===== src/design/slt_pkg.sv =====
// Shared constants and types for the Sauvola local threshold block.
package slt_pkg;

  // Frame and window limits
  localparam int MAX_WIDTH  = 1024;
  localparam int MAX_HEIGHT = 1024;
  localparam int MAX_WINDOW = 127;
  localparam int RING_ROWS  = 128;
  localparam int LS_DEPTH   = MAX_WIDTH * RING_ROWS;
  localparam int LS_AW      = 17;

  // Shared divider widths
  localparam int DIV_NW = 52;
  localparam int DIV_DW = 28;
  localparam int DIV_CW = 6;

  // Configuration register indexes
  localparam logic [1:0] REG_IMAGE_WIDTH  = 2'd0;
  localparam logic [1:0] REG_IMAGE_HEIGHT = 2'd1;
  localparam logic [1:0] REG_WINDOW_WIDTH = 2'd2;
  localparam logic [1:0] REG_K_GAIN       = 2'd3;

  // Input commands
  localparam logic CMD_PIXEL = 1'b0;
  localparam logic CMD_DRAIN = 1'b1;

  // Divider request
  typedef struct packed {
    logic              start;
    logic [DIV_NW-1:0] dividend;
    logic [DIV_DW-1:0] divisor;
  } div_req_t;

endpackage


===== src/design/slt_div.sv =====
// Restoring divider, one quotient bit per cycle.
module slt_div import slt_pkg::*; (
  input  logic              clk,
  input  logic              rst,
  input  div_req_t          req,
  output logic              busy,
  output logic              done,
  output logic [DIV_NW-1:0] quotient
);

  logic [DIV_DW-1:0] rem;
  logic [DIV_CW-1:0] cnt;
  logic [DIV_DW:0]   rem_sh;
  logic [DIV_DW-1:0] divisor;
  logic              fits;

  // Trial subtraction
  assign rem_sh = {rem, quotient[DIV_NW-1]};
  assign fits   = rem_sh >= {1'b0, divisor};

  always_ff @(posedge clk) begin
    if (rst) begin
      busy <= 1'b0;
      done <= 1'b0;
      cnt  <= '0;
    end else begin
      done <= 1'b0;
      if (req.start) begin
        quotient <= req.dividend;
        divisor  <= req.divisor;
        rem      <= '0;
        cnt      <= DIV_CW'(DIV_NW);
        busy     <= 1'b1;
      end else if (busy) begin
        if (fits) begin
          rem <= DIV_DW'(rem_sh - {1'b0, divisor});
        end else begin
          rem <= rem_sh[DIV_DW-1:0];
        end
        quotient <= {quotient[DIV_NW-2:0], fits};
        cnt      <= cnt - 1'b1;
        if (cnt == DIV_CW'(1)) begin
          busy <= 1'b0;
          done <= 1'b1;
        end
      end
    end
  end

  // Checks
  a_no_restart: assert property (@(posedge clk) disable iff (rst) req.start |-> !busy)
    else $error("divider restarted while busy");
  a_done_end: assert property (@(posedge clk) disable iff (rst) done |-> $past(busy))
    else $error("divider done without a run");
  a_done_idle: assert property (@(posedge clk) disable iff (rst) done |-> !busy)
    else $error("divider done while busy");

endmodule


===== config.mk =====
export PLATFORM = sky130hd
export DESIGN_NAME = slt_div
export DESIGN_NICKNAME = d
export VERILOG_FILES = /design/src/design/slt_pkg.sv /design/src/design/slt_div.sv
export SDC_FILE = /design/constraint.sdc
export NUM_CORES = 1
export LEC_CHECK = 0
export BUFFER_PORTS_ARGS = -buffer_cell sky130_fd_sc_hd__buf_2
export CAP_MARGIN = 20
export CELL_PAD_IN_SITES_DETAIL_PLACEMENT = 1
export CELL_PAD_IN_SITES_GLOBAL_PLACEMENT = 1
export CORE_MARGIN = 2
export CORE_UTILIZATION = 45
export CTS_CLUSTER_DIAMETER = 30
export DETAILED_ROUTE_END_ITERATION = 6
export HOLD_SLACK_MARGIN = 0.05
export PLACE_DENSITY_LB_ADDON = 0.1
export SKIP_CTS_REPAIR_TIMING = 1
export SLEW_MARGIN = 20
export SYNTH_ARGS = -nofsm -noshare
export SYNTH_HDL_FRONTEND = slang
export SYNTH_SLANG_ARGS = --single-unit

===== constraint.sdc =====
create_clock -name clk -period 15.99 [get_ports clk]
set_clock_uncertainty 0.15 [all_clocks]
set_input_delay 3.198 -clock clk [delete_from_list [all_inputs] [get_ports clk]]
set_output_delay 3.198 -clock clk [all_outputs]
set_load 0.005 [all_outputs]

==> Word level (Yosys, flattened, before mapping) <==
Cells that the tools add are included.
{ "classes": {"addsub": 2, "magnitude_cmp": 1, "eq_ne": 1, "mux": 10, "bitwise_logic": 2, "reduce_logical": 5} }
{ "ops": {"columns": ["cell", "n"], "rows": [
  ["$mux W52", 2],
  ["$mux W28", 2],
  ["$ge A29 B28 Y1", 1],
  ["$sub A28 B28 Y28", 1],
  ["$mux W6", 2],
  ["$eq A6 B1 Y1 const B", 1],
  ["$sub A6 B1 Y6 const B", 1],
  ["$mux W1", 4],
  ["$reduce_and A2 Y1", 2],
  ["$reduce_or A3 Y1", 1],
  ["$not A1 Y1", 2],
  ["$reduce_bool A2 Y1", 1],
  ["$reduce_or A2 Y1", 1]
]} }
{ "totals": {"ff_bits": 116, "output_inout_bits": 54} }

==> Logic depth before layout (Yosys ltp) <==
{ "logic_depth": {"word_depth": 4, "ltp_mapped": 13, "mapped_depth_nobuf": 12} }

==> Worst setup path before layout <==
OpenSTA, ideal clock, no wires.
{ "synth_path": {"kind": "input-to-reg", "from": "in req[80] (netlist bit)", "to": "reg quotient[0] (enable)", "setup_ns": 0.519, "t_arrival_ns": 7.422, "required_ns": 15.321, "setup_slack_ns": 7.899, "path_stages": 5, "cell_sequence": "clkbuf_1 -> clkbuf_1 -> clkbuf_1 -> nor2_1 -> nor2_1"} }
{ "synth_via": {"elab_chain_cells": 2} }
{ "synth_rtl": {"columns": ["item", "line", "source"], "rows": [
  ["from (decl)", "slt_div.sv:5", "input div_req_t req,"],
  ["$reduce_bool A2 Y1 (no line)", null, null],
  ["$reduce_and A2 Y1 (no line)", null, null],
  ["to (signal assigned)", "slt_div.sv:29", "quotient <= req.dividend;"],
  ["to (signal assigned)", "slt_div.sv:40", "quotient <= {quotient[DIV_NW-2:0], fits};"],
  ["to (decl)", "slt_div.sv:8", "output logic [DIV_NW-1:0] quotient"]
]} }
No other way between the ends.
A chain may end at the register's enable or synchronous reset.

==> Worst setup path after layout <==
{ "layout_path": {"from": "in req[80] (netlist bit)", "to": "reg divisor[17] (enable)"} }
{ "layout_via": {"elab_chain_cells": 1} }
{ "layout_rtl": {"columns": ["item", "line", "source"], "rows": [
  ["$reduce_and A2 Y1 (no line)", null, null],
  ["to (signal assigned)", "slt_div.sv:30", "divisor <= req.divisor;"],
  ["to (decl)", "slt_div.sv:14", "logic [DIV_DW-1:0] divisor;"]
]} }
No other way between the ends.

==> qor.txt <==
Pre-Repair DR Iteration Count -> 4
Leak Pwr -> 3.17 nW
vias in the first global route -> 4852
Starting DRT DRC Count -> 232
hold crit path type -> reg2reg
Root Driver -> clkbuf_16
FP Rows -> 42
fraction of registers with async set/reset -> 0%
number of diodes -> 0
DR vias -> 4416
Final GP Congestion -> 0.832
area of placed instances -> 7040 um^2
initial antenna violation count -> 1
most used cell, CP -> buf_4
CTS Sinks -> 116
WP data required -> 15.94 ns
synth top area cells -> edfxtp_1, mux2_2, ha_1
first-pass GRT wire length -> 25300 um
clock-pin slew on the worst setup and hold paths -> 0.05 ns
Power Density -> 123 nW/um^2
max cap viols -> 0
final count of hold timing violations -> 0
CP startpoint kind -> input pin
Post-synth EDFFs -> 108
crit end category -> flop
met2 WL -> 7860 um
Top FF cell, synth -> edfxtp_1
Slew @ Worst Pin -> 1.03 ns
Syn-to-layout area delta -> 22.4%
Mapped Area -> 6220 um^2
max-slew violation count -> 0
status -> finished clean
Port Buffer Count -> 136
Final Instance Area -> 7610 um^2
Routed wire per std cell -> 19.1 um
CP max stage delay -> 0.78 ns
post-layout util -> 57.0%
Clock Path Buffers -> 2
largest net degree at the start of global routing -> 87
unrepaired setup endpoints after global routing -> no
top sig layer -> met4
Post-DRT Antenna Nets -> 0
Skew-Pair Late Insertion Delay -> 0.41 ns
Syn Area/Cell -> 12.4 um^2
nets -> 752
top-count cell post-synth -> edfxtp_1
aggregate global-route resource usage -> 22.7%
Placed Cells -> 795
Post-Synthesis Cells -> 500
HPWL Detailed -> 11100 um
# IOs -> 137
GRT overflow -> 0
kind of critical path -> in2reg
share of layout cells above drive strength 1 -> 36.0%
R2R Setup Slk -> 11.92 ns
Synth top cells by count -> edfxtp_1, mux2_2, nor2_1
Setup WS pre-CTS -> 9.71 ns
CP Max Fanout -> 86
FF+latch count, synth -> 116
Sum Neg Setup Slack -> 0 ns
TritonCTS clock tree -> built
Die Ht -> 122 um
CTS buffer count -> 17
CP arrival -> 5.75 ns
Period minus WS final -> 5.81 ns
CP bufs+invs -> 4
relative slew slack -> 31.2%
non-filler cells, final -> 826
Metal-1 WL -> 6450 um
final setup vio count -> 0
Yosys cell types -> 56
slowest library cell on the worst path -> buf_4
part of the cycle the worst path needs -> 36.3%
VDD IR-drop max -> 0.0740 mV
top cell type's share of synthesized area -> 52.2%
H-tree depth -> 4
Crit path max-delay family -> buffers and inverters
Synth Net Count -> 614
biggest area consumer among synthesized cells -> edfxtp_1
metal3 WL -> 1340 um
Post-route DRC -> 0
vias per cell -> 5.35
Initial Utilization -> 46.6%
Die ar. -> 14800 um^2
routed wire length -> 15800 um
fmax -> 172 MHz
final worst setup slack -> 10.18 ns
Die Wd -> 122 um
register area share after synthesis -> 54.8%
core area -> 13300 um^2
Critical Path, Cell by Cell -> buf_2, buf_4, clkinv_1, nor2_2, buf_4
YS warnings -> 0
-- tightest hold or removal path, stage by stage (launching register included) --
cell	delay (ns)
dfxtp_1	0.33
nor2_1	0.08
a2111oi_0	0.05
-- sequential cells by signal, summed over array words and instances, names as in the netlist --
signal    flops
rem          28
done          1
busy          1
cnt           6
divisor      28
quotient     52
-- layout by cell type (no fill, tap or decap), types with 6 or more instances in the layout --
master and count:
inv_1 37, mux2_2 52, xnor2_1 17, clkbuf_16 17
nand2_1 17, a31oi_1 6, a21o_1 12, ha_1 30
nand3_1 10, a21oi_1 28, o21ai_0 11, buf_2 136
xor2_1 11, nor2_1 43, dfxtp_1 8, mux2i_1 25
edfxtp_1 108
-- report_power, final --
| part | internal, W | switching [W] | leakage [nW] |
|---|---|---|---|
| sequential | 0.000364 | 0.0000129 | 1.10 |
| clock | 0.000228 | 0.000141 | 0.264 |
| combinational | 0.0000844 | 0.000106 | 1.81 |
| total | 0.000676 | 0.000260 | 3.17 |
-- metal layers --
layer | GRT usage (%) | vias up
met1 | 26.1 | 2156
met2 | 38.4 | 123
met3 | 10.7 | 10
li1 | - | 2127
met4 | 5.39 | 0
met5 | 0 | -
-- stage by stage --
step           hold WS [ns]  power, W
2_1_floorplan         0.319  0.000519
3_3_place_gp          0.337  0.000564
3_5_place_dp          0.352  0.000572
4_1_cts               0.373  0.000944
5_1_grt               0.421  0.000978
6_report              0.361  0.000936
-- layout make-up --
cell class	instances	area [um^2]
Fill cell	1445	5740
Sequential cell	116	3400
Multi-Input combinational cell	325	2560
Timing Repair Buffer	140	711
Clock buffer	18	429
Tap cell	176	220
Inverter	38	143
Clock inverter	13	135
-- final timing paths --
kind | startpoint | to | cells past startpoint
setup / recovery | req[80] | divisor[17] | 5
setup reg to reg | rem[5] | rem[22] | 11
hold reg to reg | cnt[1] | cnt[1] | 2
hold / removal | cnt[1] | cnt[1] | 2
-- logic make-up after synthesis --
logic type	count (synthesis)	share of synthesized area (%)
fa+ha+maj	31	6.36
simple gates	101	7.55
compound gates	88	9.80
xor+xnor	28	3.95
buf+inv	59	4.15
mux	77	13.4
flops	116	54.8
(Power assumes the default switching activity.)
